File: src/rtl/mafs_pkg.sv
// Shared types, constants and lookup tables for the MPEG audio frame scanner.
`default_nettype none

package mafs_pkg;

  // Stream geometry
  localparam int unsigned HEADER_BYTES   = 4;
  localparam int unsigned HDR_CNT_W      = 2;
  localparam int unsigned COUNT_BITS_DEF = 24;
  localparam int unsigned OUT_COUNT_W    = 24;

  // Field widths
  localparam int unsigned LEN_W  = 11;
  localparam int unsigned KBPS_W = 9;
  localparam int unsigned FREQ_W = 16;
  localparam int unsigned FACT_W = 18;
  localparam int unsigned PROD_W = 26;

  // Shift-subtract divider: one quotient bit per step
  localparam int unsigned DIV_STEPS = LEN_W;
  localparam int unsigned DIV_CNT_W = $clog2(DIV_STEPS);

  // Header constants
  localparam logic [7:0]  SYNC_BYTE     = 8'hFF;
  localparam logic [11:0] SYNC_WORD     = 12'hFFE;
  localparam logic [3:0]  BRC_FREE      = 4'h0;
  localparam logic [3:0]  BRC_BAD       = 4'hF;
  localparam logic [1:0]  LAYER_RSVD    = 2'd0;
  localparam logic [1:0]  LAYER_I       = 2'd3;
  localparam logic [1:0]  VER_MPEG2     = 2'd0;
  localparam logic [1:0]  VER_MPEG1     = 2'd1;
  localparam logic [1:0]  VER_MPEG25    = 2'd2;
  localparam logic [LEN_W-1:0] HDR_LEN  = LEN_W'(HEADER_BYTES);
  localparam logic [FACT_W-1:0] FACT_L1_M2 = FACT_W'(24000);
  localparam logic [FACT_W-1:0] FACT_L1_M1 = FACT_W'(48000);
  localparam logic [FACT_W-1:0] FACT_LX_M2 = FACT_W'(72000);
  localparam logic [FACT_W-1:0] FACT_LX_M1 = FACT_W'(144000);

  // Result kinds
  localparam logic KIND_HEADER  = 1'b0;
  localparam logic KIND_SUMMARY = 1'b1;

  // Divider request and response
  typedef struct packed {
    logic              start;
    logic              layer1;
    logic              mpeg1;
    logic [KBPS_W-1:0] kbps;
    logic [FREQ_W-1:0] freq;
  } div_req_t;

  typedef struct packed {
    logic             done;
    logic [LEN_W-1:0] quot;
  } div_rsp_t;

  // Sampling frequency in Hz; reserved code reads as 50000
  function automatic logic [FREQ_W-1:0] freq_hz(input logic [1:0] ver,
                                                input logic [1:0] fq);
    logic [FREQ_W-1:0] f;
    f = FREQ_W'(50000);
    unique case (fq)
      2'd0: begin
        f = (ver == VER_MPEG1) ? FREQ_W'(44100) :
            (ver == VER_MPEG2) ? FREQ_W'(22050) : FREQ_W'(11025);
      end
      2'd1: begin
        f = (ver == VER_MPEG1) ? FREQ_W'(48000) :
            (ver == VER_MPEG2) ? FREQ_W'(24000) : FREQ_W'(12000);
      end
      2'd2: begin
        f = (ver == VER_MPEG1) ? FREQ_W'(32000) :
            (ver == VER_MPEG2) ? FREQ_W'(16000) : FREQ_W'(8000);
      end
      default: f = FREQ_W'(50000);
    endcase
    return f;
  endfunction

  // Bitrate in kbps by version class, layer bits and code (1..14)
  function automatic logic [KBPS_W-1:0] kbps_lookup(input logic       mpeg1,
                                                    input logic [1:0] layer,
                                                    input logic [3:0] brc);
    logic [KBPS_W-1:0] k;
    k = '0;
    if (mpeg1) begin
      if (layer == 2'd3) begin
        unique case (brc)
          4'd1: k = 9'd32;   4'd2: k = 9'd64;   4'd3: k = 9'd96;
          4'd4: k = 9'd128;  4'd5: k = 9'd160;  4'd6: k = 9'd192;
          4'd7: k = 9'd224;  4'd8: k = 9'd256;  4'd9: k = 9'd288;
          4'd10: k = 9'd320; 4'd11: k = 9'd352; 4'd12: k = 9'd384;
          4'd13: k = 9'd416; 4'd14: k = 9'd448;
          default: k = '0;
        endcase
      end else if (layer == 2'd2) begin
        unique case (brc)
          4'd1: k = 9'd32;   4'd2: k = 9'd48;   4'd3: k = 9'd56;
          4'd4: k = 9'd64;   4'd5: k = 9'd80;   4'd6: k = 9'd96;
          4'd7: k = 9'd112;  4'd8: k = 9'd128;  4'd9: k = 9'd160;
          4'd10: k = 9'd192; 4'd11: k = 9'd224; 4'd12: k = 9'd256;
          4'd13: k = 9'd320; 4'd14: k = 9'd384;
          default: k = '0;
        endcase
      end else begin
        unique case (brc)
          4'd1: k = 9'd32;   4'd2: k = 9'd40;   4'd3: k = 9'd48;
          4'd4: k = 9'd56;   4'd5: k = 9'd64;   4'd6: k = 9'd80;
          4'd7: k = 9'd96;   4'd8: k = 9'd112;  4'd9: k = 9'd128;
          4'd10: k = 9'd160; 4'd11: k = 9'd192; 4'd12: k = 9'd224;
          4'd13: k = 9'd256; 4'd14: k = 9'd320;
          default: k = '0;
        endcase
      end
    end else begin
      if (layer == 2'd3) begin
        unique case (brc)
          4'd1: k = 9'd32;   4'd2: k = 9'd48;   4'd3: k = 9'd56;
          4'd4: k = 9'd64;   4'd5: k = 9'd80;   4'd6: k = 9'd96;
          4'd7: k = 9'd112;  4'd8: k = 9'd128;  4'd9: k = 9'd144;
          4'd10: k = 9'd160; 4'd11: k = 9'd176; 4'd12: k = 9'd192;
          4'd13: k = 9'd224; 4'd14: k = 9'd256;
          default: k = '0;
        endcase
      end else begin
        unique case (brc)
          4'd1: k = 9'd8;    4'd2: k = 9'd16;   4'd3: k = 9'd24;
          4'd4: k = 9'd32;   4'd5: k = 9'd40;   4'd6: k = 9'd48;
          4'd7: k = 9'd56;   4'd8: k = 9'd64;   4'd9: k = 9'd80;
          4'd10: k = 9'd96;  4'd11: k = 9'd112; 4'd12: k = 9'd128;
          4'd13: k = 9'd144; 4'd14: k = 9'd160;
          default: k = '0;
        endcase
      end
    end
    return k;
  endfunction

endpackage

`default_nettype wire

File: src/rtl/mafs_apb_regs.sv
// APB register file: holds the minimum accepted frame length.
`default_nettype none

module mafs_apb_regs (
  input  wire logic                      clk_i,
  input  wire logic                      rst_ni,
  input  wire logic                      psel,
  input  wire logic                      penable,
  input  wire logic                      pwrite,
  input  wire logic [2:0]                paddr,
  input  wire logic [31:0]               pwdata,
  output logic      [31:0]               prdata,
  output logic                           pready,
  output logic      [mafs_pkg::LEN_W-1:0] min_frame_bytes_o
);

  localparam logic [mafs_pkg::LEN_W-1:0] MIN_FRAME_RST = mafs_pkg::LEN_W'(21);

  logic [mafs_pkg::LEN_W-1:0] min_frame_q, min_frame_d;
  logic                       wr_en;
  logic                       sel_min;

  // Only word 0 is implemented
  assign sel_min = (paddr[2] == 1'b0);
  assign wr_en   = psel & penable & pwrite & sel_min;
  assign pready  = 1'b1;

  assign min_frame_d = wr_en ? pwdata[mafs_pkg::LEN_W-1:0] : min_frame_q;

  always_ff @(posedge clk_i or negedge rst_ni) begin
    if (!rst_ni) begin
      min_frame_q <= MIN_FRAME_RST;
    end else begin
      min_frame_q <= min_frame_d;
    end
  end

  // Read back
  assign prdata = sel_min ? 32'(min_frame_q) : 32'd0;

  assign min_frame_bytes_o = min_frame_q;

endmodule

`default_nettype wire

File: src/rtl/mafs_divider.sv
// Frame length unit: one multiply, then a shift-subtract divide, one bit a cycle.
`default_nettype none

module mafs_divider (
  input  wire logic                clk_i,
  input  wire logic                rst_ni,
  input  wire mafs_pkg::div_req_t  req_i,
  output mafs_pkg::div_rsp_t       rsp_o
);

  localparam int unsigned LW = mafs_pkg::LEN_W;
  localparam int unsigned FW = mafs_pkg::FREQ_W;
  localparam int unsigned PW = mafs_pkg::PROD_W;

  typedef enum logic [2:0] {
    D_IDLE = 3'b001,
    D_MUL  = 3'b010,
    D_DIV  = 3'b100
  } div_state_e;

  div_state_e                      state_q, state_d;
  logic [mafs_pkg::DIV_CNT_W-1:0]  step_q, step_d;
  logic                            done_q, done_d;
  logic [FW-1:0]                   rem_q, rem_d;
  logic [LW-1:0]                   low_q, low_d;
  logic [mafs_pkg::FACT_W-1:0]     factor;
  logic [PW:0]                     prod;
  logic [FW:0]                     trial;
  logic [FW:0]                     diff;
  logic                            ge;

  // Layer and version scale factor
  always_comb begin
    unique case ({req_i.layer1, req_i.mpeg1})
      2'b11:   factor = mafs_pkg::FACT_L1_M1;
      2'b10:   factor = mafs_pkg::FACT_L1_M2;
      2'b01:   factor = mafs_pkg::FACT_LX_M1;
      default: factor = mafs_pkg::FACT_LX_M2;
    endcase
  end

  assign prod = (PW + 1)'(factor) * (PW + 1)'(req_i.kbps);

  // One restoring step
  assign trial = {rem_q, low_q[LW-1]};
  assign diff  = trial - {1'b0, req_i.freq};
  assign ge    = (trial >= {1'b0, req_i.freq});

  always_comb begin
    state_d = state_q;
    step_d  = step_q;
    done_d  = done_q;
    rem_d   = rem_q;
    low_d   = low_q;
    unique case (state_q)
      D_IDLE: begin
        if (req_i.start) begin
          state_d = D_MUL;
          done_d  = 1'b0;
        end
      end
      D_MUL: begin
        // Quotient fits LW bits, so the top bits start below the divisor
        rem_d   = FW'(prod[PW-1:LW]);
        low_d   = prod[LW-1:0];
        step_d  = '0;
        state_d = D_DIV;
      end
      D_DIV: begin
        rem_d = ge ? diff[FW-1:0] : trial[FW-1:0];
        low_d = {low_q[LW-2:0], ge};
        if (step_q == mafs_pkg::DIV_CNT_W'(mafs_pkg::DIV_STEPS - 1)) begin
          state_d = D_IDLE;
          done_d  = 1'b1;
        end else begin
          step_d = step_q + 1'b1;
        end
      end
      default: state_d = D_IDLE;
    endcase
  end

  always_ff @(posedge clk_i or negedge rst_ni) begin
    if (!rst_ni) begin
      state_q <= D_IDLE;
      step_q  <= '0;
      done_q  <= 1'b0;
    end else begin
      state_q <= state_d;
      step_q  <= step_d;
      done_q  <= done_d;
    end
  end

  // Datapath registers
  always_ff @(posedge clk_i) begin
    rem_q <= rem_d;
    low_q <= low_d;
  end

  assign rsp_o.done = done_q;
  assign rsp_o.quot = low_q;

endmodule

`default_nettype wire

File: src/rtl/mpeg_audio_frame_scanner_top.sv
// Top level of the MPEG audio frame scanner: byte sequencer, stream state, result register.
//
//  Channel | Direction | Handshake              | Payload
//  in      | sink      | in_valid_i/in_ready_o  | data_byte, end_of_data
//  out     | source    | out_valid_o/out_ready_i| kind .. last (12 fields)
//  cfg     | APB slave | psel/penable/pready    | min_frame_bytes at offset 0
//
// Most bytes are taken without a stall. A fourth byte that closes a well-formed header
// holds the input off while the divider multiplies and runs its eleven divide steps,
// the sequencer sees the divider finish and the length is checked. end_of_data adds a
// summary step. Results wait in a one-entry output register; while it is still
// full the header or summary step waits and the input stays stalled.
// Reset is asynchronous, no clearing pass.
`default_nettype none

module mpeg_audio_frame_scanner_top #(
  parameter int unsigned COUNT_BITS = mafs_pkg::COUNT_BITS_DEF
) (
  input  wire logic        clk_i,
  input  wire logic        rst_ni,
  // Byte input
  input  wire logic        in_valid_i,
  output logic             in_ready_o,
  input  wire logic [7:0]  in_data_byte_i,
  input  wire logic        in_end_of_data_i,
  // Result output
  output logic             out_valid_o,
  input  wire logic        out_ready_i,
  output logic             out_kind_o,
  output logic [1:0]       out_version_o,
  output logic [1:0]       out_layer_code_o,
  output logic [3:0]       out_bitrate_index_o,
  output logic [8:0]       out_bitrate_kbps_o,
  output logic [1:0]       out_freq_index_o,
  output logic             out_padding_o,
  output logic [10:0]      out_frame_size_o,
  output logic             out_resynced_o,
  output logic [23:0]      out_frame_count_o,
  output logic [23:0]      out_bad_frame_count_o,
  output logic             out_last_o,
  // Configuration
  input  wire logic        psel,
  input  wire logic        penable,
  input  wire logic        pwrite,
  input  wire logic [2:0]  paddr,
  input  wire logic [31:0] pwdata,
  output logic      [31:0] prdata,
  output logic             pready
);

  localparam int unsigned LW = mafs_pkg::LEN_W;
  localparam int unsigned CW = mafs_pkg::HDR_CNT_W;

  typedef enum logic [2:0] {
    PH_HUNT   = 3'b001,
    PH_GATHER = 3'b010,
    PH_BODY   = 3'b100
  } phase_e;

  typedef enum logic [3:0] {
    S_IDLE = 4'b0001,
    S_CALC = 4'b0010,
    S_HDR  = 4'b0100,
    S_SUM  = 4'b1000
  } seq_state_e;

  // Control state
  seq_state_e            state_q, state_d;
  phase_e                phase_q, phase_d;
  logic [23:0]           hdr_q, hdr_d;
  logic [CW-1:0]         hcnt_q, hcnt_d;
  logic [LW-1:0]         skip_q, skip_d;
  logic                  skipped_q, skipped_d;
  logic [COUNT_BITS-1:0] frames_q, frames_d;
  logic [COUNT_BITS-1:0] bad_q, bad_d;
  logic                  eod_q, eod_d;
  logic                  out_valid_q, out_valid_d;

  // Decoded header held for the divider and the result
  logic [1:0]            hd_ver_q;
  logic [1:0]            hd_layer_q;
  logic [3:0]            hd_brc_q;
  logic [1:0]            hd_fq_q;
  logic                  hd_pad_q;
  logic [8:0]            hd_kbps_q;
  logic                  hd_load;

  // Result register
  logic                  o_kind_q;
  logic [1:0]            o_ver_q;
  logic [1:0]            o_layer_q;
  logic [3:0]            o_brc_q;
  logic [8:0]            o_kbps_q;
  logic [1:0]            o_fq_q;
  logic                  o_pad_q;
  logic [LW-1:0]         o_len_q;
  logic                  o_res_q;
  logic [23:0]           o_frames_q;
  logic [23:0]           o_bad_q;
  logic                  o_last_q;
  logic                  push_hdr;
  logic                  push_sum;

  logic                  in_fire;
  logic                  slot_free;
  logic [LW-1:0]         min_frame;
  mafs_pkg::div_req_t    div_req;
  mafs_pkg::div_rsp_t    div_rsp;

  // Header decode from the three gathered bytes
  logic [7:0]            b0, b1, b2;
  logic [11:0]           sync;
  logic [1:0]            dec_ver;
  logic [1:0]            dec_layer;
  logic [3:0]            dec_brc;
  logic                  dec_ok;

  // Length check
  logic [LW-1:0]         len;
  logic                  len_ok;
  logic [COUNT_BITS-1:0] frames_inc;
  logic [COUNT_BITS-1:0] bad_inc;
  logic [COUNT_BITS-1:0] bad_sum;

  assign b0        = hdr_q[23:16];
  assign b1        = hdr_q[15:8];
  assign b2        = hdr_q[7:0];
  assign sync      = {b0, b1[7:5], 1'b0};
  assign dec_ver   = b1[4] ? {1'b0, b1[3]} : mafs_pkg::VER_MPEG25;
  assign dec_layer = b1[2:1];
  assign dec_brc   = b2[7:4];
  assign dec_ok    = (sync == mafs_pkg::SYNC_WORD) && (dec_layer != mafs_pkg::LAYER_RSVD) &&
                     (dec_brc != mafs_pkg::BRC_FREE) && (dec_brc != mafs_pkg::BRC_BAD);

  assign in_ready_o = (state_q == S_IDLE);
  assign in_fire    = in_valid_i & in_ready_o;
  assign slot_free  = ~out_valid_q | out_ready_i;

  assign len        = div_rsp.quot + LW'(hd_pad_q);
  assign len_ok     = (len >= min_frame);
  assign frames_inc = (frames_q == '1) ? frames_q : frames_q + 1'b1;
  assign bad_inc    = (bad_q == '1) ? bad_q : bad_q + 1'b1;
  assign bad_sum    = ((phase_q == PH_GATHER) || skipped_q) ? bad_inc : bad_q;

  // Divider request from the held header
  assign div_req.start  = hd_load & dec_ok;
  assign div_req.layer1 = (hd_layer_q == mafs_pkg::LAYER_I);
  assign div_req.mpeg1  = hd_ver_q[0];
  assign div_req.kbps   = hd_kbps_q;
  assign div_req.freq   = mafs_pkg::freq_hz(hd_ver_q, hd_fq_q);

  // Sequencer and stream state
  always_comb begin
    state_d     = state_q;
    phase_d     = phase_q;
    hdr_d       = hdr_q;
    hcnt_d      = hcnt_q;
    skip_d      = skip_q;
    skipped_d   = skipped_q;
    frames_d    = frames_q;
    bad_d       = bad_q;
    eod_d       = eod_q;
    out_valid_d = out_valid_q & ~out_ready_i;
    hd_load     = 1'b0;
    push_hdr    = 1'b0;
    push_sum    = 1'b0;
    unique case (state_q)
      S_IDLE: begin
        if (in_fire) begin
          eod_d = in_end_of_data_i;
          if (in_end_of_data_i) begin
            state_d = S_SUM;
          end
          unique case (phase_q)
            PH_HUNT: begin
              if (in_data_byte_i == mafs_pkg::SYNC_BYTE) begin
                hdr_d   = {16'd0, in_data_byte_i};
                hcnt_d  = CW'(1);
                phase_d = PH_GATHER;
              end else begin
                skipped_d = 1'b1;
              end
            end
            PH_GATHER: begin
              if (hcnt_q < CW'(mafs_pkg::HEADER_BYTES - 1)) begin
                hdr_d  = {hdr_q[15:0], in_data_byte_i};
                hcnt_d = hcnt_q + 1'b1;
              end else begin
                // Fourth byte: header complete
                hd_load = 1'b1;
                hdr_d   = '0;
                hcnt_d  = '0;
                phase_d = PH_HUNT;
                if (dec_ok) begin
                  state_d = S_CALC;
                end else begin
                  skipped_d = 1'b1;
                end
              end
            end
            PH_BODY: begin
              skip_d = skip_q - 1'b1;
              if (skip_q == LW'(1)) begin
                phase_d = PH_HUNT;
              end
            end
            default: phase_d = PH_HUNT;
          endcase
        end
      end
      S_CALC: begin
        if (div_rsp.done) begin
          state_d = S_HDR;
        end
      end
      S_HDR: begin
        if (!len_ok) begin
          skipped_d = 1'b1;
          phase_d   = PH_HUNT;
          state_d   = eod_q ? S_SUM : S_IDLE;
        end else if (slot_free) begin
          push_hdr    = 1'b1;
          out_valid_d = 1'b1;
          frames_d    = frames_inc;
          if (skipped_q) begin
            bad_d = bad_inc;
          end
          skipped_d = 1'b0;
          skip_d    = (len > mafs_pkg::HDR_LEN) ? len - mafs_pkg::HDR_LEN : '0;
          phase_d   = (len > mafs_pkg::HDR_LEN) ? PH_BODY : PH_HUNT;
          state_d   = eod_q ? S_SUM : S_IDLE;
        end
      end
      S_SUM: begin
        if (slot_free) begin
          // Summary, then back to a fresh stream
          push_sum    = 1'b1;
          out_valid_d = 1'b1;
          phase_d     = PH_HUNT;
          hdr_d       = '0;
          hcnt_d      = '0;
          skip_d      = '0;
          skipped_d   = 1'b0;
          frames_d    = '0;
          bad_d       = '0;
          eod_d       = 1'b0;
          state_d     = S_IDLE;
        end
      end
      default: state_d = S_IDLE;
    endcase
  end

  always_ff @(posedge clk_i or negedge rst_ni) begin
    if (!rst_ni) begin
      state_q     <= S_IDLE;
      phase_q     <= PH_HUNT;
      hdr_q       <= '0;
      hcnt_q      <= '0;
      skip_q      <= '0;
      skipped_q   <= 1'b0;
      frames_q    <= '0;
      bad_q       <= '0;
      eod_q       <= 1'b0;
      out_valid_q <= 1'b0;
    end else begin
      state_q     <= state_d;
      phase_q     <= phase_d;
      hdr_q       <= hdr_d;
      hcnt_q      <= hcnt_d;
      skip_q      <= skip_d;
      skipped_q   <= skipped_d;
      frames_q    <= frames_d;
      bad_q       <= bad_d;
      eod_q       <= eod_d;
      out_valid_q <= out_valid_d;
    end
  end

  // Header field capture
  always_ff @(posedge clk_i) begin
    if (hd_load) begin
      hd_ver_q   <= dec_ver;
      hd_layer_q <= dec_layer;
      hd_brc_q   <= dec_brc;
      hd_fq_q    <= b2[3:2];
      hd_pad_q   <= b2[1];
      hd_kbps_q  <= mafs_pkg::kbps_lookup(dec_ver[0], dec_layer, dec_brc);
    end
  end

  // Result register load
  always_ff @(posedge clk_i) begin
    if (push_hdr) begin
      o_kind_q   <= mafs_pkg::KIND_HEADER;
      o_ver_q    <= hd_ver_q;
      o_layer_q  <= hd_layer_q;
      o_brc_q    <= hd_brc_q;
      o_kbps_q   <= hd_kbps_q;
      o_fq_q     <= hd_fq_q;
      o_pad_q    <= hd_pad_q;
      o_len_q    <= len;
      o_res_q    <= skipped_q;
      o_frames_q <= 24'(frames_inc);
      o_bad_q    <= skipped_q ? 24'(bad_inc) : 24'(bad_q);
      o_last_q   <= 1'b0;
    end else if (push_sum) begin
      o_kind_q   <= mafs_pkg::KIND_SUMMARY;
      o_ver_q    <= '0;
      o_layer_q  <= '0;
      o_brc_q    <= '0;
      o_kbps_q   <= '0;
      o_fq_q     <= '0;
      o_pad_q    <= 1'b0;
      o_len_q    <= '0;
      o_res_q    <= 1'b0;
      o_frames_q <= 24'(frames_q);
      o_bad_q    <= 24'(bad_sum);
      o_last_q   <= 1'b1;
    end
  end

  assign out_valid_o           = out_valid_q;
  assign out_kind_o            = o_kind_q;
  assign out_version_o         = o_ver_q;
  assign out_layer_code_o      = o_layer_q;
  assign out_bitrate_index_o   = o_brc_q;
  assign out_bitrate_kbps_o    = o_kbps_q;
  assign out_freq_index_o      = o_fq_q;
  assign out_padding_o         = o_pad_q;
  assign out_frame_size_o      = o_len_q;
  assign out_resynced_o        = o_res_q;
  assign out_frame_count_o     = o_frames_q;
  assign out_bad_frame_count_o = o_bad_q;
  assign out_last_o            = o_last_q;

  mafs_divider u_div (
    .clk_i  (clk_i),
    .rst_ni (rst_ni),
    .req_i  (div_req),
    .rsp_o  (div_rsp)
  );

  mafs_apb_regs u_regs (
    .clk_i             (clk_i),
    .rst_ni            (rst_ni),
    .psel              (psel),
    .penable           (penable),
    .pwrite            (pwrite),
    .paddr             (paddr),
    .pwdata            (pwdata),
    .prdata            (prdata),
    .pready            (pready),
    .min_frame_bytes_o (min_frame)
  );

endmodule

`default_nettype wire

File: config.mk
export PLATFORM = sky130hd
export DESIGN_NAME = mpeg_audio_frame_scanner_top
export DESIGN_NICKNAME = d
export VERILOG_FILES = /design/src/rtl/mafs_pkg.sv /design/src/rtl/mafs_apb_regs.sv /design/src/rtl/mafs_divider.sv /design/src/rtl/mpeg_audio_frame_scanner_top.sv
export SDC_FILE = /design/constraint.sdc
export NUM_CORES = 1
export LEC_CHECK = 0
export BUFFER_PORTS_ARGS = -buffer_cell sky130_fd_sc_hd__buf_2
export CORE_AREA = 2 2 173 344
export CTS_CLUSTER_SIZE = 14
export DETAILED_ROUTE_END_ITERATION = 10
export DIE_AREA = 0 0 175 346
export PLACE_DENSITY_LB_ADDON = 0.3
export SYNTH_ARGS = -nofsm -noshare
export SYNTH_HDL_FRONTEND = slang
export SYNTH_HIERARCHICAL = 1
export SYNTH_SLANG_ARGS = --single-unit
File: constraint.sdc
create_clock -name clk_i -period 11.06 [get_ports clk_i]
set_clock_uncertainty 0.2 [all_clocks]
set_input_delay 2.212 -clock clk_i [delete_from_list [all_inputs] [get_ports clk_i]]
set_output_delay 2.212 -clock clk_i [all_outputs]
set_load 0.05 [all_outputs]
[Word-level counts from Yosys, hierarchy flattened]
Memories as Yosys holds them, arrays and structs flattened.
Index checks and enable logic that the tools add are counted.
Word-level totals
  register bits: 242
  memory bits (read-only): 432
  input port bits: 51
  word-level logic and storage cells: 241
  memories kept: 5
Cells by class
  $add $sub $neg: 8
  multipliers: 1
  order comparisons: 4
  eq/ne operators: 42
  muxes and demuxes: 114
  bitwise gates (word level): 10
  reductions and logical operators: 24
Memory list
  (no name shown): words 16, width 6, rd ports 1, clocked after Yosys merged registers in 0, write ports 0, RTL line mafs_pkg.sv:97  | unique case (brc)
  (no name shown): words 16, width 6, rd ports 1, clocked after Yosys merged registers in 0, write ports 0, RTL line mafs_pkg.sv:106  | unique case (brc)
  (no name shown): words 16, width 6, rd ports 1, clocked after Yosys merged registers in 0, write ports 0, RTL line mafs_pkg.sv:117  | unique case (brc)
  (no name shown): words 16, width 5, rd ports 1, clocked after Yosys merged registers in 0, write ports 0, RTL line mafs_pkg.sv:126  | unique case (brc)
  (no name shown): words 16, width 4, rd ports 1, clocked after Yosys merged registers in 0, write ports 0, RTL line mafs_pkg.sv:88  | unique case (brc)
Operators with widths (number)
  $mux W24: 16
  $pmux W24 S2: 4
  $mux W11: 9
  $mux W9: 6
  $pmux W18 S3: 1
  $mux W4: 13
  $add A24 B1 Y24 const B: 2
  $eq A24 B24 Y1 const B: 2
  $mux W16: 3
  $pmux W16 S3: 1
  $mux W15: 3
  $pmux W11 S3: 1
  $pmux W16 S2: 1
  $mux W3: 10
  $pmux W3 S3: 3
  $mul A18 B9 Y26: 1
  $mux W1: 23
  $pmux W11 S2: 1
  $mux W2: 9
  $ne A3 B3 Y1 const B: 6
  $ge A17 B16 Y1: 1
  $pmux W4 S4: 1
  $sub A16 B16 Y16: 1
  $mux W14: 1
  other kinds (43): 84

[Longest topological paths before layout]
Gate-level depths: netlist of run 1.
  depth after elaboration: 9
  mapped depth: 22
  gate-level depth less buffers: 20

[Cells and area by module]
The synthesis of run 1 kept the hierarchy.
By module, submodules not included
  mpeg_audio_frame_scanner_top: times used 1, cells an instance 1122, area each 10615.2 um2
  mafs_divider: times used 1, cells an instance 663, area each 5889.4 um2
  mafs_apb_regs: times used 1, cells an instance 60, area each 721.9 um2

[Least setup slack after synthesis of run 1]
OpenSTA, ideal clock, no wires.
  path type: input -> output
  from: input port paddr[2]
  to: output port prdata[0]
  arrival time: 3109 ps
  setup slack: 5539 ps
  stages on the path: 2
  cell sequence: clkbuf_1 > nor2b_1
On the way
  longest elaborated chain between the ends: 1
RTL lines
  start: declaration: RTL line mpeg_audio_frame_scanner_top.sv:45  | input wire logic [2:0] paddr,
  $mux W11: RTL line mafs_apb_regs.sv:39  | assign prdata = sel_min ? 32'(min_frame_q) : 32'd0;
  end: declaration: RTL line mpeg_audio_frame_scanner_top.sv:47  | output logic [31:0] prdata,
Every way passes these cells.

==> flow_metrics.env, run 1 <==
export IMPL_status="finished clean"
export IMPL_drc=0
export IMPL_root_buffer="clkbuf_16"
export IMPL_grt_pass1_vias=14320
export IMPL_cp_slowest_cell="fa_1"
export IMPL_fin_ws_ps=5096
export IMPL_synthTopCellsByCount="181 x nand2_1, 174 x inv_1, 151 x nor2_1"
export IMPL_diodes=0
export IMPL_synth_seq_cells=236
export IMPL_path_clk_slew_ps=70
export IMPL_final_area_um2=19340
export IMPL_grt_pass1_wl_um=77200
export IMPL_num_vias=13680
export IMPL_reg2reg_from="hd_layer_q[0]"
export IMPL_post_cts_resized=0
export IMPL_cts_setup_buffers=0
export IMPL_grtUsageMet3_pct=1.976
export IMPL_synth_most_common_cell="nand2_1"
export IMPL_yosys_top_cells_area="edfxtp_1 21%, dfrtp_1 16%, fa_1 8.0%"
export IMPL_path_max_fanout=38
export IMPL_io_buffers=119
export IMPL_worst_setup_path_start_kind="register"
export IMPL_min_from="hdr_q[1]"
export IMPL_track_usage_pct=16.12
export IMPL_rr_endpoint="u_div/rem_q[14]"
export IMPL_cts_buffers=25
export IMPL_area_delta_synth_final_pct=12.30
export IMPL_clock_fmax_ghz=0.1677
export IMPL_fin_crit_sh_pct=53.92
export IMPL_syn_area_per_cell_um2=9.337
export IMPL_dp_worst_setup_slack_ps=5097
export IMPL_drv_cap=0
export IMPL_die_w_um=175
export IMPL_timing_hold_ws_ps=275.9
export IMPL_start_util_pct=29.69
export IMPL_gr_total_overflow=0
export IMPL_p_leak_nw=8.563
export IMPL_arrival_ps=6050
export IMPL_ant_nets=0
export IMPL_cts_hold_buffers=0
export IMPL_htree_num_levels=1
export IMPL_use_met2_pct=32.45
export IMPL_whs_endpoint="hd_pad_q"
export IMPL_synthArstFlopShare_pct=48.31
export IMPL_io_pins=168
export IMPL_slew_headroom_pct=21.01
export IMPL_post_drt_via_cell_ratio=5.032
export IMPL_antenna_found_initial=2
export IMPL_ys_types=103
export IMPL_reg2reg_slack_ps=5100
export IMPL_synth_top_area_share_pct=21.09
export IMPL_routed_wl_um=48660
export IMPL_netlist_area_um2=17230
export IMPL_core_area_um2=58020
export IMPL_fin_crit_ps=5964
export IMPL_rsz0062_at_grt="no"
export IMPL_cpPeakStageDelay_ps=620
export IMPL_cp_cell_sequence="and2_1, buf_4, nand2b_1, nand2_1, fa_1, fa_1, inv_1, fa_1, inv_1, fa_1, inv_1, ha_1, nor3_1, o21ai_0, a21bo_2, o311ai_2, nand3b_1, a21oi_1, a311oi_2"
export IMPL_grt_max_degree=62
export IMPL_tns_ps=0
export IMPL_yosysWarningCount=6
export IMPL_ys_flop_type="edfxtp_1"
export IMPL_placed_area_um2=18500
export IMPL_end_kind="register"
export IMPL_clock_sinks=236
export IMPL_worstPathRequired_ps=11150
export IMPL_fin_nets=2142
export IMPL_worst_pin_slew_ps=1177
export IMPL_drtIter0Drc=735
export IMPL_fp_dieH_um=346
export IMPL_final_setup_viol_count=0
export IMPL_die_area_um2=60550
export IMPL_clk_path_buf_depth=3
export IMPL_top_usage_layer="met2"
export IMPL_syn_inst=1845
export IMPL_drt_pass1_iterations=5
export IMPL_drive_gt1_share_pct=12.83
export IMPL_crit_top_cell="fa_1"
export IMPL_synth_seq_area_share_pct=37.81
export IMPL_std_cell_rows=125
export IMPL_power_density_nw_per_um2=153.4
export IMPL_hold_depth=0
export IMPL_grt_util_met1_pct=15.70
export IMPL_drt_wirelength_per_cell_um=17.89
export IMPL_dp_hpwl_um=37170
export IMPL_clkLatencyLatePin_ps=580
export IMPL_synth_edff_count=121
export IMPL_cts_tree="built"
export IMPL_peakVddDrop_mv=0.1350
export IMPL_finalCoreUtilization_pct=33.34
export IMPL_rr_worst_depth=19
export IMPL_slew_viol_final=0
export IMPL_hold_violations=0
export IMPL_synth_top_area_cell="edfxtp_1"
export IMPL_hp_class="register to register"
export IMPL_place_gp_congestion=0.9085
export IMPL_path_class="register to register"
[per-layer routing]
| layer | vias to the layer above | share of wire, % |
|---|---|---|
| met5 | - | 0.045 |
| met4 | 4 | 4.8 |
| met3 | 107 | 3.7 |
| met2 | 299 | 56 |
| met1 | 6747 | 35 |
| li1 | 6524 | - |
[worst max path at each step]
stage	start	cells after the start	endpoint	slack (ps)
4_1_cts	hd_layer_q[0]	19	u_div/rem_q[14]	5070
2_1_floorplan	paddr[2]	2	prdata[0]	5540
6_report	hd_layer_q[0]	19	u_div/rem_q[14]	5100
5_1_grt	hd_layer_q[1]	19	u_div/rem_q[14]	4780
3_5_place_dp	hd_layer_q[0]	19	u_div/rem_q[14]	5100
3_3_place_gp	hd_layer_q[0]	19	u_div/rem_q[14]	5090
[power breakdown]
part           switching (mW)  internal [mW]  leakage, nW  total [mW]
clock                   0.386          0.513        0.415       0.899
sequential              0.138           1.07         2.65        1.20
combinational           0.589          0.276         5.50       0.865
total                    1.11           1.85         8.56        2.97
[through the flow]
step           cells  power, mW
2_1_floorplan   1885      1.847
3_3_place_gp    2673      2.069
3_5_place_dp    2673      2.086
4_1_cts         2719      3.011
5_1_grt         2719      3.146
6_report        2719      2.968
[layout make-up]
| cell class | instances | area (µm²) |
|---|---|---|
| timing repair buffer | 134 | 710.7 |
| tap | 762 | 953.4 |
| clock inverter | 17 | 203.9 |
| fill | 5920 | 38680 |
| inverter | 177 | 666.9 |
| multi-input combinational | 1364 | 9656 |
| clock buffer | 29 | 640.6 |
| sequential | 236 | 6514 |
[worst max-delay path, delay by kind of cell (launching register included)]
kind / cells / cell delay (ps)
and+or+nand+nor: 5 / 1150
DFF: 1 / 340
adders and majority gates: 5 / 2460
buffers and inverters: 4 / 500
AOI/OAI and AO/OA: 5 / 1050
[cells by family after synthesis]
kind of cell | count (synthesis) | synth area share, %
compound gates | 376 | 14.27
xor+xnor | 83 | 4.300
fa+ha+maj | 153 | 14.12
buf+inv | 285 | 7.162
flops | 236 | 37.81
mux | 45 | 3.007
other cells | 3 | 0.06536
simple gates | 664 | 19.26
[layout by cell type, fill, tap and decap left out, types with 14 or more instances in the layout]
cell	n
fa_1	69
edfxtp_1	121
inv_1	174
buf_2	118
buf_4	16
mux2i_1	21
o21ai_0	129
or3_1	16
nand2b_1	28
xor2_1	41
nand2_1	181
mux2_2	14
and3_1	36
clkbuf_16	25
nor2b_1	30
a21o_1	25
a21oi_1	78
and2_1	22
nor2_1	151
nor3_1	43
xnor2_1	41
dfrtp_1	108
conb_1	43
nand3_1	56
nand4_1	31
ha_1	84
[registers in the layout, summed over array words and instances (netlist names), 3 cells and up]
name / count
hdr_q: 24
out_frame_count_o: 24
u_div/state_q: 3
u_regs/min_frame_bytes_o: 11
out_frame_size_o: 11
u_div/rem_q: 16
hd_kbps_q: 6
bad_q: 24
frames_q: 24
out_bitrate_kbps_o: 6
u_div/low_q: 11
phase_q: 3
u_div/step_q: 4
out_bad_frame_count_o: 24
skip_q: 11
state_q: 4
out_bitrate_index_o: 4
hd_brc_q: 4
No activity file was read; power rests on OpenSTA's default activity.
==> run 2: changes to the inputs <==
--- a/config.mk
+++ b/config.mk
@@ -5,11 +5,12 @@
 export SDC_FILE = /design/constraint.sdc
 export NUM_CORES = 1
 export LEC_CHECK = 0
+export ABC_AREA = 1
 export BUFFER_PORTS_ARGS = -buffer_cell sky130_fd_sc_hd__buf_2
-export CORE_AREA = 2 2 173 344
+export CORE_AREA = 2 2 177 353
 export CTS_CLUSTER_SIZE = 14
 export DETAILED_ROUTE_END_ITERATION = 10
-export DIE_AREA = 0 0 175 346
+export DIE_AREA = 0 0 179 355
 export PLACE_DENSITY_LB_ADDON = 0.3
 export SYNTH_ARGS = -nofsm -noshare
 export SYNTH_HDL_FRONTEND = slang
==> constraint.sdc (replaced) <==
create_clock -name clk_i -period 5.8 [get_ports clk_i]
set_clock_uncertainty 0.2 [all_clocks]
set_input_delay 1.16 -clock clk_i [delete_from_list [all_inputs] [get_ports clk_i]]
set_output_delay 1.16 -clock clk_i [all_outputs]
set_load 0.05 [all_outputs]
==> flow_metrics.env, run 2 <==
export IMPL_clock_fmax_ghz=0.1853
export IMPL_cpPeakStageDelay_ps=550
export IMPL_synth_seq_area_share_pct=36.02
export IMPL_fp_dieH_um=355
export IMPL_num_vias=15640
export IMPL_tns_ps=0
export IMPL_grt_max_degree=71
export IMPL_std_cell_rows=128
export IMPL_dp_cells=3251
export IMPL_synth_most_common_cell="nand2_1"
export IMPL_worstPathRequired_ps=5940
export IMPL_fin_crit_sh_pct=93.04
export IMPL_post_cts_resized=0
export IMPL_drt_wirelength_per_cell_um=16.42
export IMPL_area_delta_synth_final_pct=12.73
export IMPL_cts_buffers=25
export IMPL_cp_cell_sequence="buf_4, nor2_1, inv_1, nand2_1, fa_1, fa_1, inv_1, fa_1, inv_1, fa_1, inv_1, ha_1, a21oi_1, nor2_1, nor2_1, o21ai_0, o21ai_0, nand2_1"
export IMPL_syn_inst=2369
export IMPL_grt_pass1_wl_um=85880
export IMPL_core_area_um2=60700
export IMPL_routed_wl_um=54150
export IMPL_fin_crit_ps=5396
export IMPL_root_buffer="clkbuf_16"
export IMPL_path_class="register to register"
export IMPL_post_drt_via_cell_ratio=4.741
export IMPL_worst_setup_path_start_kind="register"
export IMPL_worst_pin_slew_ps=1156
export IMPL_die_w_um=179
export IMPL_status="finished clean"
export IMPL_clkLatencyLatePin_ps=600
export IMPL_peakVddDrop_mv=0.2519
export IMPL_layout_common_cells="631 x nand2_1, 401 x inv_1, 207 x nor2_1"
export IMPL_die_area_um2=63550
export IMPL_antenna_found_initial=2
export IMPL_cp_top_family="adder cells"
export IMPL_clk_path_buf_depth=3
export IMPL_dp_hpwl_um=41900
export IMPL_synth_seq_cells=236
export IMPL_drv_cap=0
export IMPL_p_leak_nw=10.01
export IMPL_synthTopCellsByCount="631 x nand2_1, 401 x inv_1, 207 x nor2_1"
export IMPL_htree_num_levels=1
export IMPL_slew_viol_final=0
export IMPL_fin_ws_ps=403.8
export IMPL_path_clk_slew_ps=70
export IMPL_syn_area_per_cell_um2=7.633
export IMPL_cp_slowest_cell="fa_1"
export IMPL_hp_class="register to register"
export IMPL_ant_nets=0
export IMPL_synth_top_area_share_pct=20.09
export IMPL_slew_headroom_pct=22.53
export IMPL_yosysWarningCount=6
export IMPL_start_util_pct=29.79
export IMPL_yosys_top_cells_area="edfxtp_1 20%, dfrtp_1 15%, nand2_1 13%"
export IMPL_clock_sinks=236
export IMPL_drc=0
export IMPL_drive_gt1_share_pct=10.85
export IMPL_synth_top_area_cell="edfxtp_1"
export IMPL_io_buffers=119
export IMPL_track_usage_pct=17.30
export IMPL_grt_pass1_vias=16280
export IMPL_dp_worst_setup_slack_ps=469.6
export IMPL_cts_setup_buffers=0
export IMPL_cts_hold_buffers=0
export IMPL_arrival_ps=5540
export IMPL_cts_tree="built"
export IMPL_drt_pass1_iterations=5
export IMPL_netlist_area_um2=18080
export IMPL_synth_edff_count=121
export IMPL_place_gp_congestion=0.9357
export IMPL_worst_path_buf_inv=5
export IMPL_ys_types=62
export IMPL_end_kind="register"
export IMPL_path_max_fanout=17
export IMPL_power_density_nw_per_um2=324.8
export IMPL_rsz0062_at_grt="no"
export IMPL_final_cells=3298
export IMPL_ys_flop_type="edfxtp_1"
export IMPL_drtIter0Drc=803
export IMPL_hold_violations=0
export IMPL_final_common_cell="nand2_1"
export IMPL_synthArstFlopShare_pct=48.31
export IMPL_io_pins=168
export IMPL_fin_nets=2702
export IMPL_final_setup_viol_count=0
export IMPL_gr_total_overflow=0
==> run 2: worst paths after layout <==
kind,startpoint,endpoint,slack (ps),depth (start not counted)
setup / recovery,hd_ver_q[0],u_div/rem_q[6],400,18
hold / removal,u_div/step_q[3],u_div/step_q[3],280,1
setup reg to reg,hd_ver_q[0],u_div/rem_q[6],400,18
hold reg to reg,u_div/step_q[3],u_div/step_q[3],280,1
max in group asynchronous,rst_ni,hdr_q[13],3860,2
min in group asynchronous,rst_ni,u_regs/min_frame_bytes_o[8],360,1
==> run 2: cell families (layout without fill, tap and decap cells) <==
logic type | Yosys count | in the layout | synth area share (%)
AO/OA/AOI/OAI | 262 | 262 | 7.930
XOR/XNOR | 61 | 61 | 2.955
adder cells (fa/ha/maj) | 153 | 153 | 13.45
buffers and inverters | 501 | 611 | 11.57
flip-flops | 236 | 236 | 36.02
multiplexers | 2 | 2 | 0.1176
other | 3 | 42 | 0.06227
AND/OR/NAND/NOR | 1151 | 1151 | 27.89
==> run 2: area by class of cell <==
| cell class | count | area (µm²) |
|---|---|---|
| clock buffers | 32 | 703.2 |
| repair buffers | 150 | 843.3 |
| inverters | 415 | 1563 |
| diodes | 1 | 2.502 |
| clock inverters | 14 | 153.9 |
| multi-input cells | 1670 | 9629 |
| flip-flops and latches | 236 | 6514 |
| well taps | 780 | 975.9 |
| fillers | 6375 | 40310 |
==> run 2: routing by layer <==
layer / GRT usage [%] / share of wire (%) / routed length [µm] / vias to the layer above
li1: - / - / - / 7719
met1: 17.13 / 36 / 19400 / 7440
met2: 34.02 / 55 / 29910 / 347
met3: 2.105 / 3.5 / 1879 / 127
met4: 9.057 / 5.4 / 2941 / 2
met5: 0 / 0.024 / 13 / -
==> run 2: power breakdown <==
group	internal (mW)	leakage, nW	switching, mW
registers	2.16	2.55	0.276
clock network	0.962	0.422	0.777
logic	0.671	7.04	1.77
==> run 2: metrics by stage <==
step | utilization, % | hold slack, ps | total power [mW] | area (µm²)
after floorplan | - | 223.1 | 4.244 | 18230
after global placement | 32.17 | 266.0 | 4.861 | 19530
after detailed placement | 32.17 | 264.0 | 4.898 | 19530
after CTS | 33.58 | 287.4 | 6.692 | 20380
after global routing | 33.58 | 298.4 | 7.066 | 20380
final | 33.58 | 280.6 | 6.620 | 20380
==> run 3: changes to the inputs <==
--- a/config.mk
+++ b/config.mk
@@ -7,10 +7,10 @@
 export LEC_CHECK = 0
 export ABC_AREA = 1
 export BUFFER_PORTS_ARGS = -buffer_cell sky130_fd_sc_hd__buf_2
-export CORE_AREA = 2 2 177 353
+export CORE_AREA = 2 2 138 274
 export CTS_CLUSTER_SIZE = 14
 export DETAILED_ROUTE_END_ITERATION = 10
-export DIE_AREA = 0 0 179 355
+export DIE_AREA = 0 0 140 276
 export PLACE_DENSITY_LB_ADDON = 0.3
 export SYNTH_ARGS = -nofsm -noshare
 export SYNTH_HDL_FRONTEND = slang
==> flow_metrics.env, run 3 (synthesized netlist as in run 2, its figures left out) <==
export IMPL_htree_num_levels=1
export IMPL_placed_area_um2=19070
export IMPL_reg2reg_slack_ps=480
export IMPL_antenna_found_initial=1
export IMPL_grt_pass1_wl_um=79610
export IMPL_layout_common_cells="631 x nand2_1, 401 x inv_1, 207 x nor2_1"
export IMPL_final_cells=2961
export IMPL_slew_viol_final=0
export IMPL_power_density_nw_per_um2=318.3
export IMPL_root_buffer="clkbuf_16"
export IMPL_fp_dieH_um=276
export IMPL_start_util_pct=49.48
export IMPL_rr_endpoint="u_div/rem_q[14]"
export IMPL_gr_total_overflow=0
export IMPL_dp_worst_setup_slack_ps=541.2
export IMPL_ant_nets=0
export IMPL_cts_hold_buffers=0
export IMPL_std_cell_rows=99
export IMPL_rr_worst_depth=22
export IMPL_dp_cells=2919
export IMPL_num_vias=15600
export IMPL_slew_headroom_pct=35.00
export IMPL_fin_crit_ps=5324
export IMPL_clkLatencyLatePin_ps=540
export IMPL_hold_violations=0
export IMPL_cts_tree="built"
export IMPL_cts_setup_buffers=0
export IMPL_path_class="register to register"
export IMPL_final_setup_viol_count=0
export IMPL_whs_endpoint="u_div/step_q[3]"
export IMPL_hp_class="register to register"
export IMPL_peakVddDrop_mv=0.3299
export IMPL_hold_depth=1
export IMPL_drtIter0Drc=835
export IMPL_drive_gt1_share_pct=10.25
export IMPL_cts_buffers=23
export IMPL_tns_ps=0
export IMPL_post_drt_via_cell_ratio=5.269
export IMPL_drc=3
export IMPL_drv_cap=0
export IMPL_rsz0062_at_grt="no"
export IMPL_violations="DRC"
export IMPL_end_kind="register"
export IMPL_fin_nets=2694
export IMPL_fin_crit_sh_pct=91.80
export IMPL_place_gp_congestion=0.9906
export IMPL_final_area_um2=19770
export IMPL_final_common_cell="nand2_1"
export IMPL_io_pins=168
export IMPL_arrival_ps=5410
export IMPL_clock_sinks=236
export IMPL_p_leak_nw=9.897
export IMPL_clock_fmax_ghz=0.1878
export IMPL_diodes=0
export IMPL_drt_pass1_iterations=8
export IMPL_area_delta_synth_final_pct=9.341
export IMPL_die_w_um=140
export IMPL_routed_wl_um=50350
export IMPL_status="complete, but fails checks"
export IMPL_fin_ws_ps=475.7
export IMPL_min_from="u_div/step_q[3]"
export IMPL_worst_pin_slew_ps=973.9
export IMPL_worst_setup_path_start_kind="register"
export IMPL_core_area_um2=36540
export IMPL_worstPathRequired_ps=5880
export IMPL_grt_max_degree=71
export IMPL_path_max_fanout=12
export IMPL_reg2reg_from="hd_layer_q[0]"
export IMPL_track_usage_pct=25.92
export IMPL_io_buffers=119
export IMPL_post_cts_resized=0
export IMPL_dp_hpwl_um=39540
export IMPL_grt_pass1_vias=15900
export IMPL_die_area_um2=38640
export IMPL_clk_path_buf_depth=3
export IMPL_path_clk_slew_ps=70
export IMPL_drt_wirelength_per_cell_um=17.00
==> run 3: worst max path at each step <==
stage	start	to	slack, ps	depth (start not counted)
6_report	hd_layer_q[0]	u_div/rem_q[14]	480	22
5_1_grt	hd_layer_q[0]	u_div/rem_q[14]	120	22
4_1_cts	hd_layer_q[0]	u_div/rem_q[14]	510	22
3_5_place_dp	hd_layer_q[0]	u_div/rem_q[14]	540	22
3_3_place_gp	hd_layer_q[0]	u_div/rem_q[14]	530	22
2_1_floorplan	hd_layer_q[0]	u_div/rem_q[11]	970	21
==> run 3: metrics by stage <==
step	hold slack [ps]	util (%)	total power, mW
3_3_place_gp	259.1	52.18	4.788
4_1_cts	271.0	54.11	6.326
5_1_grt	302.9	54.11	6.708
2_1_floorplan	223.1	-	4.244
6_report	280.9	54.11	6.293
3_5_place_dp	264.6	52.18	4.845
==> run 3: critical path, stage by stage (launching register included) <==
cell and delay, ps:
edfxtp_1 390, nand2_1 80, inv_1 40, buf_4 170, nor2_1 360, inv_1 110
nand2_1 90, fa_1 490, fa_1 550, inv_1 50, fa_1 490, inv_1 50
fa_1 530, inv_1 40, ha_1 340, a21oi_1 250, nor2_1 70, nor2_1 80
o21ai_0 250, nand2_1 180, nand3_1 90, nand3_1 70, nand2_1 70
==> run 3: final cells by class <==
type	count	area, µm²
inverters	415	1563
clock buffers	29	608.1
repair buffers	144	798.3
multi-input cells	1670	9624
fillers	3548	16770
flip-flops and latches	236	6514
clock inverters	13	96.34
well taps	454	568.0
==> run 3: metal layers <==
layer / up-vias / wire length, µm / track usage (%)
met5: - / 15 / 0
met4: 2 / 3186 / 15.23
met3: 139 / 1587 / 2.962
met2: 337 / 28850 / 52.80
met1: 7416 / 16710 / 23.79
li1: 7708 / - / -
==> run 3: power by group <==
part | internal, mW | switching [mW]
logic | 0.673 | 1.73
clock network | 0.791 | 0.671
registers | 2.16 | 0.263
total | 3.63 | 2.67
